File: src/rtl/core/indexed_list_engine_defines.svh
// Assertion macros for the indexed list engine.
// Included by the modules that carry concurrent checks; no other dependency.
`ifndef INDEXED_LIST_ENGINE_DEFINES_SVH
`define INDEXED_LIST_ENGINE_DEFINES_SVH
`ifndef SYNTHESIS
// Same-cycle implication, sampled on clk and switched off during reset.
`define ILE_ASSERT_IMP(lbl, ante, cons, msg) \
  lbl: assert property (@(posedge clk) disable iff (rst) (ante) |-> (cons)) \
    else $error(msg);
// Next-cycle implication, sampled on clk and switched off during reset.
`define ILE_ASSERT_NXT(lbl, ante, cons, msg) \
  lbl: assert property (@(posedge clk) disable iff (rst) (ante) |=> (cons)) \
    else $error(msg);
`else
`define ILE_ASSERT_IMP(lbl, ante, cons, msg)
`define ILE_ASSERT_NXT(lbl, ante, cons, msg)
`endif
`endif

File: src/rtl/core/ile_pkg.sv
// Shared types and constants of the indexed list engine.
// Used by ile_cell, ile_ctrl and indexed_list_engine; depends on nothing.
package ile_pkg;

  // Field widths of the stream payloads.
  localparam int DATA_W  = 32;
  localparam int POS_W   = 9;
  localparam int COUNT_W = 9;
  localparam int MODE_W  = 3;
  // Cell index width; covers every position up to the largest capacity.
  localparam int IDX_W   = 13;

  // Command codes carried in the mode field.
  typedef enum logic [MODE_W-1:0] {
    MODE_READ   = 3'd0,
    MODE_FRONT  = 3'd1,
    MODE_BACK   = 3'd2,
    MODE_AT     = 3'd3,
    MODE_DELETE = 3'd4
  } mode_t;

  // Result status codes.
  typedef enum logic [1:0] {
    ST_DONE  = 2'd0,
    ST_RANGE = 2'd1,
    ST_FULL  = 2'd2
  } status_t;

  // Operation broadcast to every cell of the chain.
  typedef enum logic [2:0] {
    CELL_HOLD   = 3'd0,
    CELL_INSERT = 3'd1,
    CELL_DELETE = 3'd2,
    CELL_LOAD   = 3'd3,
    CELL_SHIFT  = 3'd4
  } cell_op_t;

  // Controller state.
  typedef enum logic {
    S_IDLE = 1'b0,
    S_READ = 1'b1
  } state_t;

  // Command from the controller to the cells.
  typedef struct packed {
    cell_op_t          op;
    logic [IDX_W-1:0]  pos;
    logic [DATA_W-1:0] value;
  } cell_cmd_t;

endpackage

File: src/rtl/core/ile_cell.sv
// One storage cell of the list chain: holds one entry and one read-chain stage.
// Depends on ile_pkg for the command struct and widths.
module ile_cell #(
  parameter int INDEX = 0
) (
  input  logic                       clk,
  input  ile_pkg::cell_cmd_t         cmd,
  input  logic [ile_pkg::DATA_W-1:0] lower_entry,
  input  logic [ile_pkg::DATA_W-1:0] upper_entry,
  input  logic [ile_pkg::DATA_W-1:0] upper_rbus,
  output logic [ile_pkg::DATA_W-1:0] entry,
  output logic [ile_pkg::DATA_W-1:0] rbus
);

  localparam int IW = ile_pkg::IDX_W;
  localparam logic [IW-1:0] IDX = IW'(INDEX);

  // Entry moves up on insert and down on delete; the read chain moves toward cell 0.
  always_ff @(posedge clk) begin
    unique case (cmd.op)
      ile_pkg::CELL_INSERT: begin
        if (IDX > cmd.pos) begin
          entry <= lower_entry;
        end else if (IDX == cmd.pos) begin
          entry <= cmd.value;
        end
      end
      ile_pkg::CELL_DELETE: begin
        if (IDX >= cmd.pos) begin
          entry <= upper_entry;
        end
      end
      ile_pkg::CELL_LOAD: begin
        rbus <= entry;
      end
      ile_pkg::CELL_SHIFT: begin
        rbus <= upper_rbus;
      end
      default: begin
      end
    endcase
  end

endmodule

File: config.mk
export PLATFORM = sky130hd
export DESIGN_NAME = ile_cell
export DESIGN_NICKNAME = d
export VERILOG_FILES = /design/src/rtl/core/indexed_list_engine_defines.svh /design/src/rtl/core/ile_pkg.sv /design/src/rtl/core/ile_cell.sv
export SDC_FILE = /design/constraint.sdc
export NUM_CORES = 1
export LEC_CHECK = 0
export ABC_AREA = 1
export BUFFER_PORTS_ARGS = -buffer_cell sky130_fd_sc_hd__clkbuf_2
export CAP_MARGIN = 20
export CORE_MARGIN = 1
export CORE_UTILIZATION = 38
export DETAILED_ROUTE_END_ITERATION = 8
export PLACE_DENSITY = 0.77
export SLEW_MARGIN = 20
export SYNTH_ARGS = -nofsm -noshare
export SYNTH_HDL_FRONTEND = slang
export SYNTH_SLANG_ARGS = --single-unit
File: constraint.sdc
create_clock -name clk -period 2.7 [get_ports clk]
set_input_delay 0 -clock clk [delete_from_list [all_inputs] [get_ports clk]]
set_output_delay 0 -clock clk [all_outputs]
set_load 0.05 [all_outputs]
; After elaboration in Yosys (flattened, before gate mapping)
; Cells that the tools add are included.
; W data, S select, Z words.
[word_totals]
output_inout_bits = 64
ff_bits = 64
input_bits = 145
elab_cells = 19
[classes]
n_lt_le_gt_ge = 2
n_eq_ne = 6
reduce_logical = 4
mux = 5
[op_table]
columns = operator, count
row1 = $pmux W32 S2, 2
row2 = $mux W32, 3
row3 = $ge A1 B13 Y1 const A, 1
row4 = $gt A1 B13 Y1 const A, 1
row5 = $logic_not A13 Y1, 1
row6 = $eq A3 B2 Y1 const B, 2
row7 = $reduce_bool A2 Y1, 2
row8 = $eq A3 B1 Y1 const B, 1
row9 = $eq A3 B3 Y1 const B, 1
row10 = $ne A3 B3 Y1 const B, 1
row11 = $reduce_and A3 Y1, 1
row12 = $ne A2 B2 Y1 const B, 1

; Depth between registers and ports, before layout
[logic_depth]
depth_word = 4
ltp_mapped = 6
depth_no_buf = 5

; Worst setup path before layout
; No wires, ideal clock.
[synth_timing]
kind = input -> register
start = input port cmd[47] (netlist bit)
end = register rbus[0] (netlist bit), enable pin
t_arrival_ns = 2.421
setup_time_ns = 0.466
required_ns = 2.234
n_path_buf = 1
setup_slack_ns = -0.186
stages = 2
cell_sequence = buf_6 > o21ai_0
[synth_via]
elab_chain_cells = 2
elab_cells_between_ends = 3
classes_between = 2 x eq/ne / 1 x reduce/logical
[synth_lines]
columns = item, line_no
row1 = from (decl), ile_cell.sv:7  ; input ile_pkg::cell_cmd_t cmd,
row2 = $eq A3 B3 Y1 or $eq A3 B2 Y1 (tied branches), ile_cell.sv:20  ; unique case (cmd.op)
row3 = $reduce_bool A2 Y1 (no source line) *, --
row4 = to (signal assigned), ile_cell.sv:34  ; rbus <= entry;
row5 = to (signal assigned), ile_cell.sv:37  ; rbus <= upper_rbus;
row6 = to (decl), ile_cell.sv:12  ; output logic [ile_pkg::DATA_W-1:0] rbus
; Every way passes the cells marked *; elsewhere a longest branch is shown, timed or not.
; A chain may end at the register's enable or synchronous reset.

; Worst setup path after layout
[layout_timing]
start = input port cmd[47] (netlist bit)
end = register entry[7] (netlist bit) (data pin)
[layout_via]
elab_chain_cells = 2
elab_cells_between_ends = 3
classes_between = 2 x eq/ne / 1 x mux
[layout_lines]
columns = item, line_no
row1 = $eq A3 B2 Y1 or $eq A3 B1 Y1 (tied branches), ile_cell.sv:20
row2 = $pmux W32 S2 *, ile_cell.sv:20
row3 = to (signal assigned), ile_cell.sv:23  ; entry <= lower_entry;
row4 = to (signal assigned), ile_cell.sv:25  ; entry <= cmd.value;
row5 = to (signal assigned), ile_cell.sv:30  ; entry <= upper_entry;
row6 = to (decl), ile_cell.sv:11  ; output logic [ile_pkg::DATA_W-1:0] entry,
; Marked as above.

==> flow_summary.yaml <==
clocking:
  hold_buffers: 90
  cts_root_buf: "clkbuf_8"
  cts_tree: "done"
  clk_latency_ns: 0.33
  cts_htree_levels: 3
  numCtsBuffers: 9
  cts-resized-gates: 0
  clkTransAtPathRegs_ns: 0.07
  cts_buffer_depth: 2
  cts_sinks: 64
  postCtsSetupBuffers: 0
route:
  wl_per_cell_um: 13.5
  ant_nets: 0
  dr.pass1.iters: 4
  wirelength_um: 9030
  drc: 0
  dr_total_vias: 3041
  drt_iter0_drc: 81
  viasPerCell: 4.56
setup_path:
  path_max_fanout: 33
  crit_type: "input pin to flip-flop"
  cp.arrival_ns: 1.99
  cp-start-kind: "input pin"
  required_ns: 2.77
  end_kind: "flip-flop"
yosys:
  synth_edf_count: 64
  syn-num-nets: 437
  ys_ff_latch: 64
  synth.largest_area_cell: "edfxtp_1"
  async_flop_share: 0
  yosysMostFrequentCell: "nand2_1"
  ys.flop_type: "edfxtp_1"
  synth_area_leaders: "edfxtp_1, nand2_1, o21ai_2"
  yosysSeqAreaShare: 0.623
  synthCells: 292
  synth_top_area_share: 0.623
  synth_cell_types: 16
  postSynthAreaPerCell_sq_um: 10.6
  syn_area_sq_mm: 0.00308
  yosys_warnings: 0
  ys_top_cells_by_count: "nand2_1, edfxtp_1, inv_1, nand3_1, o21ai_2"
placed_design:
  place.gp.congestion: 0.806
  io_buffers: 176
  hpwl_um: 5890
global_route:
  antenna_found_initial: 0
  grt_usage: 0.221
  grt_start_max_net_pins: 34
  globalRouteOverflowTotal: 0
  grt_first_pass_wirelength_um: 14200
  grt_pass1_vias: 3147
sta:
  maxSlewViolCount: 0
  tightestPinTransition_ns: 0.673
  fin_setup_tns_ns: 0
  setup_viol: 0
  max_slew_margin: 0.549
  clock_skew_ns: 0.00671
  final-hold-violation-count: 0
  period_needed_ns: 1.91
  max_freq_mhz: 523
  whs_ns: 0.0176
  rsz0062_at_grt: "false"
  period_share: 0.708
final_layout:
  antenna_cells: 0
  drive_gt1_frac: 0.416
  fin_nets: 705
  final_util: 0.665
  syn2layout_area_growth_pct: 67.6
  seq_area_sq_mm: 0.00192
  fillers: 595
  multi_input_area_sq_um: 925
floorplan:
  rows: 32
  dieArea_sq_mm: 0.00848
  ios: 209
  core_area_sq_mm: 0.00777
  start_util: 0.397
  die_h_um: 92.1
  dieWidth_um: 92.1
worst_hold_path:
  worstHoldPathType: "input pin to flip-flop"
status:
  status: "finished clean"
job:
  cap_violations: 0
pwr:
  p_leak_uw: 0.00253
  ir_drop_mv: 0.252
  cellPowerDensity_mw_per_mm2: 481
  total_power_uw: 2490
[cell type report]
type / count / area share
tap: 102 / 0.0247
clock buffer: 10 / 0.0247
multi-input combinational: 179 / 0.179
timing repair buffer: 273 / 0.355
clock inverter: 6 / 0.0208
sequential: 64 / 0.372
inverter: 33 / 0.0240
[cells by family (layout without fill, tap and decap cells)]
family | after synthesis | after routing | synth area share
buffers and inverters | 49 | 322 | 0.0828
AO/OA/AOI/OAI | 33 | 33 | 0.0925
AND/OR/NAND/NOR | 146 | 146 | 0.201
flip-flops | 64 | 64 | 0.623
[routing by layer]
layer / vias to the layer above / global-route usage / wire, um
met5: - / 0 / 0
met4: 0 / 0.132 / 265
met3: 20 / 0.0464 / 367
met2: 117 / 0.411 / 4930
met1: 1404 / 0.225 / 3470
li1: 1500 / - / -
[power breakdown]
group	switching (uW)	leakage, uW	internal [uW]	total, uW
clock network	356	0.000118	611	966
registers	3.57	0.000583	1110	1120
logic	198	0.00183	205	403
total	557	0.00253	1930	2490
[critical path, stage by stage]
cell and delay, ns:
clkbuf_2 0.30, inv_2 0.15, nand3b_4 0.38, buf_4 0.40, nand2_1 0.11, o21ai_2 0.05
dlygate4sd3_1 0.57
[path summary, 6_finish.rpt]
check                 startpoint                 end  slack, ns  depth (start not counted)
max                      cmd[47]  entry[7]$_DFFE_PP_       0.79                          7
min reg2reg  entry[10]$_DFFE_PP_  rbus[10]$_DFFE_PP_       0.54                          2
min               upper_entry[3]  entry[3]$_DFFE_PP_       0.02                          3
max reg2reg  entry[27]$_DFFE_PP_  rbus[27]$_DFFE_PP_       1.86                          2
[cell usage in the layout (no fill, tap or decap)]
master and n:
clkbuf_2 176, nand2_1 100, dlygate4sd3_1 90, edfxtp_1 64, inv_1 32, o21ai_2 32
nand3_1 32, clkbuf_8 9, nor2_1 8, buf_4 7, bufinv_16 3, nor2_4 2
inv_2 1, nand3b_4 1, nand2_2 1, o21ai_4 1, nand3b_1 1, and2_0 1
clkinv_1 1, clkinv_4 1, clkbuf_1 1, clkinv_2 1
[per-stage QoR]
step / setup WS (ns) / area (sq um) / cells
6_report: 0.789 / 5170 / 667
4_1_cts: 0.828 / 5170 / 667
3_5_place_dp: 0.889 / 4030 / 561
5_1_grt: 0.695 / 5170 / 667
2_1_floorplan: 0.564 / 3080 / 292
3_3_place_gp: 0.942 / 4030 / 561
[registers in the layout, summed over array words and instances (netlist names)]
register  flops
entry        32
rbus         32
Power figures use the tool's default switching activity.
