$ cat config.mk
export PLATFORM = sky130hd
export DESIGN_NAME = ile_ctrl
export DESIGN_NICKNAME = d
export VERILOG_FILES = /design/src/rtl/core/ile_pkg.sv /design/src/rtl/core/ile_ctrl.sv
export VERILOG_INCLUDE_DIRS = /design/src /design/src/rtl/core
export SDC_FILE = /design/constraint.sdc
export NUM_CORES = 1
export LEC_CHECK = 0
export BUFFER_PORTS_ARGS = -buffer_cell sky130_fd_sc_hd__buf_4
export CAP_MARGIN = 0
export CORE_MARGIN = 2
export CORE_UTILIZATION = 35
export CTS_BUF_LIST = sky130_fd_sc_hd__clkbuf_16
export CTS_CLUSTER_DIAMETER = 60
export DETAILED_ROUTE_END_ITERATION = 10
export GPL_TIMING_DRIVEN = 0
export PLACE_DENSITY = 0.6
export SETUP_SLACK_MARGIN = 0.1
export SLEW_MARGIN = 20
export SYNTH_ARGS = -nofsm -noshare
export SYNTH_HDL_FRONTEND = slang
export SYNTH_SLANG_ARGS = --single-unit
$ cat constraint.sdc
create_clock -name clk -period 4.9 [get_ports clk]
set_clock_uncertainty 0.2 [all_clocks]
set_input_delay 0.98 -clock clk [delete_from_list [all_inputs] [get_ports clk]]
set_output_delay 0.98 -clock clk [all_outputs]
set_load 0.05 [all_outputs]
$ cat src/rtl/core/indexed_list_engine_defines.svh
// Assertion macros for the indexed list engine.
// Included by the modules that carry concurrent checks; no other dependency.
`ifndef INDEXED_LIST_ENGINE_DEFINES_SVH
`define INDEXED_LIST_ENGINE_DEFINES_SVH
`ifndef SYNTHESIS
// Same-cycle implication, sampled on clk and switched off during reset.
`define ILE_ASSERT_IMP(lbl, ante, cons, msg) \
  lbl: assert property (@(posedge clk) disable iff (rst) (ante) |-> (cons)) \
    else $error(msg);
// Next-cycle implication, sampled on clk and switched off during reset.
`define ILE_ASSERT_NXT(lbl, ante, cons, msg) \
  lbl: assert property (@(posedge clk) disable iff (rst) (ante) |=> (cons)) \
    else $error(msg);
`else
`define ILE_ASSERT_IMP(lbl, ante, cons, msg)
`define ILE_ASSERT_NXT(lbl, ante, cons, msg)
`endif
`endif

$ cat src/rtl/core/ile_pkg.sv
// Shared types and constants of the indexed list engine.
// Used by ile_cell, ile_ctrl and indexed_list_engine; depends on nothing.
package ile_pkg;

  // Field widths of the stream payloads.
  localparam int DATA_W  = 32;
  localparam int POS_W   = 9;
  localparam int COUNT_W = 9;
  localparam int MODE_W  = 3;
  // Cell index width; covers every position up to the largest capacity.
  localparam int IDX_W   = 13;

  // Command codes carried in the mode field.
  typedef enum logic [MODE_W-1:0] {
    MODE_READ   = 3'd0,
    MODE_FRONT  = 3'd1,
    MODE_BACK   = 3'd2,
    MODE_AT     = 3'd3,
    MODE_DELETE = 3'd4
  } mode_t;

  // Result status codes.
  typedef enum logic [1:0] {
    ST_DONE  = 2'd0,
    ST_RANGE = 2'd1,
    ST_FULL  = 2'd2
  } status_t;

  // Operation broadcast to every cell of the chain.
  typedef enum logic [2:0] {
    CELL_HOLD   = 3'd0,
    CELL_INSERT = 3'd1,
    CELL_DELETE = 3'd2,
    CELL_LOAD   = 3'd3,
    CELL_SHIFT  = 3'd4
  } cell_op_t;

  // Controller state.
  typedef enum logic {
    S_IDLE = 1'b0,
    S_READ = 1'b1
  } state_t;

  // Command from the controller to the cells.
  typedef struct packed {
    cell_op_t          op;
    logic [IDX_W-1:0]  pos;
    logic [DATA_W-1:0] value;
  } cell_cmd_t;

endpackage

$ cat src/rtl/core/ile_ctrl.sv
// Command decoder, fill count and result register of the indexed list engine.
// Depends on ile_pkg and on indexed_list_engine_defines.svh for its checks.
`include "indexed_list_engine_defines.svh"

module ile_ctrl #(
  parameter int CAPACITY = 256
) (
  input  logic                        clk,
  input  logic                        rst,
  input  logic                        s_tvalid,
  output logic                        s_tready,
  input  logic [ile_pkg::MODE_W-1:0]  mode,
  input  logic [ile_pkg::POS_W-1:0]   position,
  input  logic [ile_pkg::DATA_W-1:0]  item_value,
  output logic                        m_tvalid,
  input  logic                        m_tready,
  output logic [ile_pkg::DATA_W-1:0]  read_value,
  output logic [1:0]                  status,
  output logic [ile_pkg::COUNT_W-1:0] count,
  input  logic [ile_pkg::DATA_W-1:0]  rbus0,
  output ile_pkg::cell_cmd_t          cmd
);

  localparam int CW = $clog2(CAPACITY + 1);
  localparam int IW = ile_pkg::IDX_W;
  localparam int OW = ile_pkg::COUNT_W;
  localparam int PW = ile_pkg::POS_W;
  localparam int DW = ile_pkg::DATA_W;

  ile_pkg::state_t  state;
  ile_pkg::state_t  state_next;
  logic [CW-1:0]    fill_count;
  logic [CW-1:0]    count_next;
  logic [PW-1:0]    rd_cnt;
  logic [IW-1:0]    pos_ext;
  logic [IW-1:0]    count_ext;
  logic [IW-1:0]    op_pos;
  logic             full;
  logic             accept;
  logic             out_free;
  logic             out_load;
  logic             do_insert;
  logic             do_delete;
  logic             start_read;
  logic [DW-1:0]    res_value;
  ile_pkg::status_t res_status;

  assign pos_ext   = IW'(position);
  assign count_ext = IW'(fill_count);
  assign full      = (fill_count == CW'(CAPACITY));
  assign out_free  = !m_tvalid || m_tready;
  assign accept    = s_tvalid && s_tready;

  // Decode the command against the current fill count.
  always_comb begin
    do_insert  = 1'b0;
    do_delete  = 1'b0;
    start_read = 1'b0;
    op_pos     = pos_ext;
    res_value  = '0;
    res_status = ile_pkg::ST_DONE;
    unique case (ile_pkg::mode_t'(mode))
      ile_pkg::MODE_READ: begin
        if (pos_ext < count_ext) begin
          start_read = 1'b1;
        end else begin
          res_value  = '1;
          res_status = ile_pkg::ST_RANGE;
        end
      end
      ile_pkg::MODE_FRONT: begin
        op_pos = '0;
        if (full) begin
          res_status = ile_pkg::ST_FULL;
        end else begin
          do_insert = 1'b1;
        end
      end
      ile_pkg::MODE_BACK: begin
        op_pos = count_ext;
        if (full) begin
          res_status = ile_pkg::ST_FULL;
        end else begin
          do_insert = 1'b1;
        end
      end
      ile_pkg::MODE_AT: begin
        if (pos_ext > count_ext) begin
          res_status = ile_pkg::ST_RANGE;
        end else if (full) begin
          res_status = ile_pkg::ST_FULL;
        end else begin
          do_insert = 1'b1;
        end
      end
      ile_pkg::MODE_DELETE: begin
        if (pos_ext >= count_ext) begin
          res_status = ile_pkg::ST_RANGE;
        end else begin
          do_delete = 1'b1;
        end
      end
      default: begin
        res_status = ile_pkg::ST_RANGE;
      end
    endcase
  end

  // Fill count after this beat.
  always_comb begin
    count_next = fill_count;
    if (accept && do_insert) begin
      count_next = fill_count + CW'(1);
    end else if (accept && do_delete) begin
      count_next = fill_count - CW'(1);
    end
  end

  // Next state.
  always_comb begin
    state_next = state;
    unique case (state)
      ile_pkg::S_IDLE: begin
        if (accept && start_read) begin
          state_next = ile_pkg::S_READ;
        end
      end
      ile_pkg::S_READ: begin
        if (rd_cnt == '0 && out_free) begin
          state_next = ile_pkg::S_IDLE;
        end
      end
      default: begin
        state_next = ile_pkg::S_IDLE;
      end
    endcase
  end

  // State outputs: input ready, cell command and result load.
  always_comb begin
    s_tready  = 1'b0;
    out_load  = 1'b0;
    cmd.op    = ile_pkg::CELL_HOLD;
    cmd.pos   = op_pos;
    cmd.value = item_value;
    unique case (state)
      ile_pkg::S_IDLE: begin
        s_tready = out_free;
        if (s_tvalid && out_free) begin
          out_load = !start_read;
          if (do_insert) begin
            cmd.op = ile_pkg::CELL_INSERT;
          end else if (do_delete) begin
            cmd.op = ile_pkg::CELL_DELETE;
          end else if (start_read) begin
            cmd.op = ile_pkg::CELL_LOAD;
          end
        end
      end
      ile_pkg::S_READ: begin
        if (rd_cnt != '0) begin
          cmd.op = ile_pkg::CELL_SHIFT;
        end else begin
          out_load = out_free;
        end
      end
      default: begin
      end
    endcase
  end

  // Control registers.
  always_ff @(posedge clk) begin
    if (rst) begin
      state      <= ile_pkg::S_IDLE;
      fill_count <= '0;
      rd_cnt     <= '0;
      m_tvalid   <= 1'b0;
    end else begin
      state      <= state_next;
      fill_count <= count_next;
      if (accept && start_read) begin
        rd_cnt <= position;
      end else if (state == ile_pkg::S_READ && rd_cnt != '0) begin
        rd_cnt <= rd_cnt - PW'(1);
      end
      if (out_load) begin
        m_tvalid <= 1'b1;
      end else if (m_tready) begin
        m_tvalid <= 1'b0;
      end
    end
  end

  // Result payload register.
  always_ff @(posedge clk) begin
    if (out_load) begin
      if (state == ile_pkg::S_IDLE) begin
        read_value <= res_value;
        status     <= res_status;
        count      <= OW'(count_next);
      end else begin
        read_value <= rbus0;
        status     <= ile_pkg::ST_DONE;
        count      <= OW'(fill_count);
      end
    end
  end

  // Checks on the controller.
  `ILE_ASSERT_IMP(a_count_bound, 1'b1, fill_count <= CW'(CAPACITY), "fill count above capacity")
  `ILE_ASSERT_NXT(a_read_start, accept && start_read, state == ile_pkg::S_READ, "read not started")
  `ILE_ASSERT_IMP(a_read_slot, state == ile_pkg::S_READ, !m_tvalid, "result slot busy in read")
  `ILE_ASSERT_NXT(a_full_hold, accept && full && !do_delete, fill_count == $past(fill_count), "insert when full")

endmodule
# [After elaboration in Yosys (flattened, before gate mapping)]
# Index checks and enable logic that the tools add are counted.
[totals] register_bits=63 input_bits=80 output_inout_bits=93 word_cells=71
[classes] addsub=3 order_cmp=3 n_eq_ne=5 muxes=36 bitwise=1 n_reduce_logical=16
[ops] operator="two-way mux 32 bit" count=3
[ops] operator="two-way mux 9 bit" count=5
[ops] operator="case mux 9 bit (2 select lines)" count=1
[ops] operator="subtractor 9 x 1 -> 9 bit (second input constant)" count=2
[ops] operator="two-way mux 1 bit" count=15
[ops] operator="two-way mux 2 bit" count=6
[ops] operator="adder 9 x 1 -> 9 bit (second input constant)" count=1
[ops] operator="equality test 9 bit (second input constant)" count=1
[ops] operator=">= comparator 9 bit" count=1
[ops] operator="greater-than comparator 9 bit" count=1
[ops] operator="zero test 9 bit" count=1
[ops] operator="less-than comparator 9 bit" count=1
[ops] operator="nonzero test 9 bit" count=1
[ops] operator="case mux 2 bit (4 select lines)" count=1
[ops] operator="logical AND 1 bit" count=7
[ops] operator="equality test 3 x 2 -> 1 bit (second input constant)" count=2
[ops] operator="case mux 1 bit (2 select lines)" count=3
[ops] operator="case mux 3 bit (2 select lines)" count=1
[ops] operator="nonzero test 2 bit" count=2
[ops] operator="equality test 3 x 1 -> 1 bit (second input constant)" count=1
[ops] operator="equality test 3 bit (second input constant)" count=1
[ops] operator="zero test 3 bit" count=1
[ops] operator="two-way mux 3 bit" count=1
[ops] operator="zero test 1 bit" count=2
[ops] operator="other kinds (3)" count=3

# [Longest topological paths before layout]
# Gate-level depths: netlist (run 1).
[logic_depth] depth_word=8 ltp_mapped=11 mapped_depth_nobuf=8

# [Worst setup path after synthesis (run 1)]
# OpenSTA, ideal clock, no wires.
[synth_path] kind="input to output" startpoint="input position[6] (netlist bit)" endpoint="output cmd[46] (netlist bit)" arrival_ns=2.897 required_time_ns=3.720 slack_ns=0.823 cell_stages=8 n_path_buf=2 path_cell_list="ha_1 -> a211oi_1 -> o21bai_1 -> a211oi_2 -> buf_2 -> nand3_1 -> clkbuf_1 -> nand2_1"
[synth_lines] item="from (decl)" line_no="ile_ctrl.sv:13" text="input logic [ile_pkg::POS_W-1:0] position,"
[synth_lines] item="to (decl)" line_no="ile_ctrl.sv:21" text="output ile_pkg::cell_cmd_t cmd"

==> metrics, run 1 <==
Final Slew Violations 0; clk slew on worst S/H paths 50 ps; Synth Instances 406; clk_lat worst skew 330 ps; max cap viols 0; DP Worst Slack 238 ps; Fin Setup TNS 0 ps; total iterations of the first detailed-routing run 4; Required @ worst endpoint 3720 ps; CTS tree done; initial core utilization 36.1%; Die Height 107 um; syn_area_per_cell 9.23 sq um; CTS resizes 0; CTS Buf Count 9; Pint 1.11 mW; I/O Pins 173; clk sinks 63; Area Growth Syn to Fin 39.6%; asr flop ratio synth 0%; Hold Vio Cnt, Final 0; Final GP Congestion 0.915; Initial DRC Count 149; Max FO, Critical Path 10; register bit count reported by yosys 63; Min Clock Period, post-route 4510 ps; sequential area share after synthesis 45.1%; warnings from Yosys 0; area of the core 0.0104 sq mm; period utilization 92.0%; clk buf depth 2; max incr delay on CP 360 ps; Post-Route WL 9910 um; most frequent cells in the layout buf_4 (173), nand2_1 (82), edfxtp_1 (43), nor2_1 (30), dfxtp_1 (20); critical path class input pin to primary output; Std-Cell Rows 37; final net count 648; unrepaired setup endpoints after global routing false; layout cell share with drive strength beyond 1 38.5%; Layout Cells excl Fill 697; total die area 0.0116 sq mm; # DRC 0; Setup crit start kind input pin; Mapped Area 0.00375 sq mm; Seq pwr share 37.8%; most frequent CP cell buf_4; power share of the clock group 33.0%; sw power 559 uW; DIE WIDTH 107 um; vias 3402; ANT cells 0; synth unique cells 64; Hold-fix buffers, CTS 0; crit path DAT 3330 ps; Placed Cells 681; post-route setup slack 391 ps; Comb pwr share 29.2%; EDFF count, synth 43; Clock Tree Root clkbuf_16; first-pass GRT wire length 15400 um; P_leak 2.47 nW; total gr overflow 0; postcts setup bufs 0; worst hold slack 304 ps; drt wl/cell 14.2 um; Slowest-stage cell, CP a211oi_4; critical-path cell list buf_4, ha_1, a211oi_1, o21bai_1, a211oi_4, buf_2, nand3_1, clkbuf_2, nand2_1, buf_4; Net Sw Frac 33.5%; Slew HR 42.0%; remaining antenna violation count 0; PortBufs 135; vias per inst 4.88; GR Util All Layers 17.3%; CP Capture Type primary output; status finished clean; Fmax 0.222 GHz; VDD IR max 0.129 mV; pwr/cell area 319 mW/mm^2; vias in the first global route 3144; commonest non-fill, non-tap cell in the layout buf_4; Top FF cell, synth edfxtp_1; HPWL Detailed 7630 um; hold crit path type flop to flop; Worst Max-Slew Pin Slew 860 ps; initial antenna violation count 0; total power 1.67 mW; Setup-failing EPs final 0; H-tree levels 3; pin count of the biggest net entering global routing 33
==> stage by stage <==
stage | cell area [sq um] | utilization [%]
3_5_place_dp | 4960 | 47.9
6_report | 5230 | 50.5
2_1_floorplan | 3760 | -
3_3_place_gp | 4940 | 47.7
4_1_cts | 5220 | 50.4
5_1_grt | 5230 | 50.5
==> final timing paths <==
kind	slack [ps]	end	from	cells past startpoint
setup / recovery	390	cmd[46]	position[6]	10
hold / removal	300	rd_cnt[1]	rd_cnt[1]	2
setup reg to reg	1760	fill_count[7]	fill_count[1]	9
hold reg to reg	300	rd_cnt[1]	rd_cnt[1]	2
==> registers in the layout (all words and copies together) (netlist names) <==
signal	cells
fill_count	9
m_tvalid	1
rd_cnt	9
status	2
count	9
read_value	32
state	1
==> cells in the mapped netlist, drive strengths merged (3+ instances only) <==
cell type	number	area share (%)
clkbuf	14	1.4
a31oi	6	1.0
o21ai	16	2.1
nand3	7	0.93
nor3	14	1.9
nor2b	10	1.7
xnor2	6	1.4
mux2	6	1.9
and3	5	0.90
a21oi	19	2.5
ha	12	4.0
edfxtp	43	34
nand4	4	0.67
nand2	82	8.2
nor2	30	3.0
a211oi	4	0.93
nor3b	3	0.60
inv	17	1.7
buf	43	8.4
a2bb2oi	3	0.70
nor4	3	0.90
dfxtp	20	11
==> worst max-delay path: cells and delay by family <==
family / cells / cell delay (ps)
adder cells (fa/ha/maj): 1 / 320
AND/OR/NAND/NOR: 2 / 370
buffers and inverters: 4 / 910
AO/OA/AOI/OAI: 3 / 740
==> routing by layer <==
| metal | wire length (um) | global-route usage [%] | vias up |
|---|---|---|---|
| met4 | 169 | 6.96 | 0 |
| met1 | 4530 | 23.1 | 1538 |
| met5 | 0 | 0 | - |
| li1 | - | - | 1680 |
| met3 | 869 | 4.54 | 11 |
| met2 | 4340 | 26.5 | 173 |
==> power groups by stage <==
| stage | clock (mW) | combinational (mW) | sequential, mW |
|---|---|---|---|
| 2_1_floorplan | 0 | 0.229 | 0.745 |
| 3_3_place_gp | 0 | 0.478 | 0.641 |
| 3_5_place_dp | 0 | 0.485 | 0.641 |
| 4_1_cts | 0.568 | 0.487 | 0.630 |
| 5_1_grt | 0.580 | 0.516 | 0.635 |
| 6_report | 0.551 | 0.487 | 0.631 |
==> kinds of logic after synthesis <==
| logic type | synth area share [%] |
|---|---|
| flops | 45.1 |
| fa+ha+maj | 4.01 |
| simple gates | 22.0 |
| xor+xnor | 1.87 |
| compound gates | 13.2 |
| other cells | 0.100 |
| mux | 1.90 |
| buf+inv | 11.8 |
==> final cells by class <==
class / count / area (sq um)
Fill cell: 992 / 5140
Sequential cell: 63 / 1690
Multi-Input combinational cell: 271 / 1640
Timing Repair Buffer: 136 / 1030
Buffer: 58 / 379
Clock buffer: 9 / 225
Tap cell: 136 / 170
Inverter: 17 / 63.8
Clock inverter: 7 / 33.8
No activity file was read; power rests on OpenSTA's default activity.
==> run 2: changes to the inputs <==
CORE_MARGIN = 1.5   (was 2)
REMOVE_ABC_BUFFERS = 1   (was default)
==> metrics, run 2 (synthesized netlist as in run 1, its figures left out) <==
status finished clean (unchanged); ANT cells 0 (unchanged); total iterations of the first detailed-routing run 6 (was 4); pin count of the biggest net entering global routing 43 (was 33); Worst R2R Setup Slack 1640 ps (was 1760 ps); # DRC 0 (unchanged); VDD IR max 0.160 mV (was 0.129 mV); layout cell share with drive strength beyond 1 30.7% (was 38.5%); total gr overflow 0 (unchanged); first-pass GRT wire length 15400 um (about the same); Hold Path Depth 2 (unchanged); R2R Path Start fill_count[4] (was fill_count[1]); Largest register FFs 32 (unchanged); remaining antenna violation count 0 (unchanged); total die area 0.0113 sq mm (was 0.0116 sq mm); clk slew on worst S/H paths 60 ps (was 50 ps); crit path DAT 3460 ps (was 3330 ps); initial antenna violation count 0 (unchanged); vias in the first global route 2908 (was 3144); final net count 559 (was 648); Required @ worst endpoint 3720 ps (about the same); area of the core 0.0104 sq mm (unchanged); Clock Tree Root clkbuf_16 (unchanged); hold crit path type flop to flop (unchanged); GR Util All Layers 17.9% (was 17.3%); total power 1.59 mW (was 1.67 mW); vias per inst 5.12 (was 4.88); max cap viols 0 (unchanged); H-tree levels 3 (unchanged); CP Capture Type primary output (unchanged); Max FO, Critical Path 16 (was 10); Fin Setup TNS 0 ps (unchanged); post-route setup slack 256 ps (was 391 ps); Hold Startpoint rd_cnt[1] (unchanged); pwr/cell area 344 mW/mm^2 (was 319 mW/mm^2); Hold Vio Cnt, Final 0 (unchanged); P_leak 2.08 nW (was 2.47 nW); DIE WIDTH 106 um (was 107 um); Crit. Startpoint position[6] (unchanged); Std-Cell Rows 37 (unchanged); clk_lat worst skew 320 ps (was 330 ps); CTS resizes 1 (was 0); HPWL Detailed 7540 um (was 7630 um); commonest non-fill, non-tap cell in the layout buf_4 (unchanged); Setup crit start kind input pin (unchanged); PortBufs 104 (was 135); Post-Route WL 10200 um (was 9910 um); clk sinks 63 (unchanged); Area Growth Syn to Fin 23.7% (was 39.6%); DP Worst Slack 72.8 ps (was 238 ps); CTS tree done (unchanged); Setup-failing EPs final 0 (unchanged); CTS Buf Count 9 (unchanged); Hold-fix buffers, CTS 0 (unchanged); Min Clock Period, post-route 4640 ps (was 4510 ps); clk buf depth 2 (unchanged); most frequent cells in the layout buf_4 (104), nand2_1 (82), edfxtp_1 (43), nor2_1 (30) (was buf_4 (173), nand2_1 (82), edfxtp_1 (43), nor2_1 (30), dfxtp_1 (20)); Final Slew Violations 0 (unchanged); Worst Max-Slew Pin Slew 862 ps (was 860 ps); drt wl/cell 16.8 um (was 14.2 um); Die Height 106 um (was 107 um); initial core utilization 36.1% (unchanged); Initial DRC Count 177 (was 149); Final Core Density 44.7% (was 50.5%); r2r worst-path depth 8 (was 9); postcts setup bufs 0 (unchanged); period utilization 94.8% (was 92.0%); Slew HR 41.9% (was 42.0%); I/O Pins 173 (unchanged); Final GP Congestion 0.869 (was 0.915); unrepaired setup endpoints after global routing false (unchanged); critical path class input pin to primary output (unchanged); Largest Register read_value (unchanged); vias 3114 (was 3402); Fmax 0.215 GHz (was 0.222 GHz)
[run 2: changes by cell type in the layout (fill, tap and decap cells not counted)]
| cell | previous run | this run |
|---|---|---|
| buf_1 | 1 | 0 |
| buf_2 | 3 | 0 |
| buf_4 | 173 | 104 |
| buf_6 | 1 | 0 |
| clkbuf_1 | 12 | 0 |
| clkbuf_2 | 2 | 0 |
| clkinv_1 | 1 | 0 |
| clkinv_4 | 0 | 2 |
| dfxtp_1 | 20 | 19 |
| dfxtp_2 | 0 | 1 |
| dlygate4sd1_1 | 1 | 0 |
| inv_1 | 18 | 16 |
| inv_6 | 0 | 1 |
[run 2: per-stage QoR]
| stage | cell area (sq um) | instances | hold slack, ps |
|---|---|---|---|
| 4_1_cts | 4640 | 608 | 291 |
| 5_1_grt | 4640 | 608 | 328 |
| 2_1_floorplan | 3380 | 351 | 255 |
| 3_3_place_gp | 4330 | 591 | 274 |
| 3_5_place_dp | 4360 | 592 | 283 |
| 6_report | 4640 | 608 | 285 |
[run 2: layout make-up]
type / count / area, sq um
sequential: 63 / 1690
tap: 136 / 170
clock buffer: 9 / 225
timing repair buffer: 105 / 801
clock inverter: 7 / 48.8
multi-input combinational: 271 / 1640
fill: 1024 / 5730
inverter: 17 / 63.8
[run 2: worst paths after layout]
check,endpoint
setup / recovery,cmd[46]
setup reg to reg,rd_cnt[0]
hold reg to reg,rd_cnt[1]
hold / removal,rd_cnt[1]
[run 2: where the power goes]
group / internal [mW] / leakage [nW] / total [mW] / switching [mW]
logic: 0.126 / 1.35 / 0.387 / 0.260
clock network: 0.342 / 0.136 / 0.576 / 0.234
registers: 0.612 / 0.596 / 0.632 / 0.0198
[run 2: routing by layer]
layer / vias up / wire length, um / track usage [%]
met4: 0 / 87 / 5.33
met2: 144 / 4330 / 25.9
met3: 8 / 1160 / 9.44
met1: 1462 / 4630 / 22.8
li1: 1500 / - / -
met5: - / 0 / 1.90
[run 2: critical path, stage by stage]
cell      delay, ps
buf_4           130
ha_1            330
a211oi_1        220
o21bai_1        150
a211oi_4        540
nand3_1         600
nand2_1         280
buf_4           230
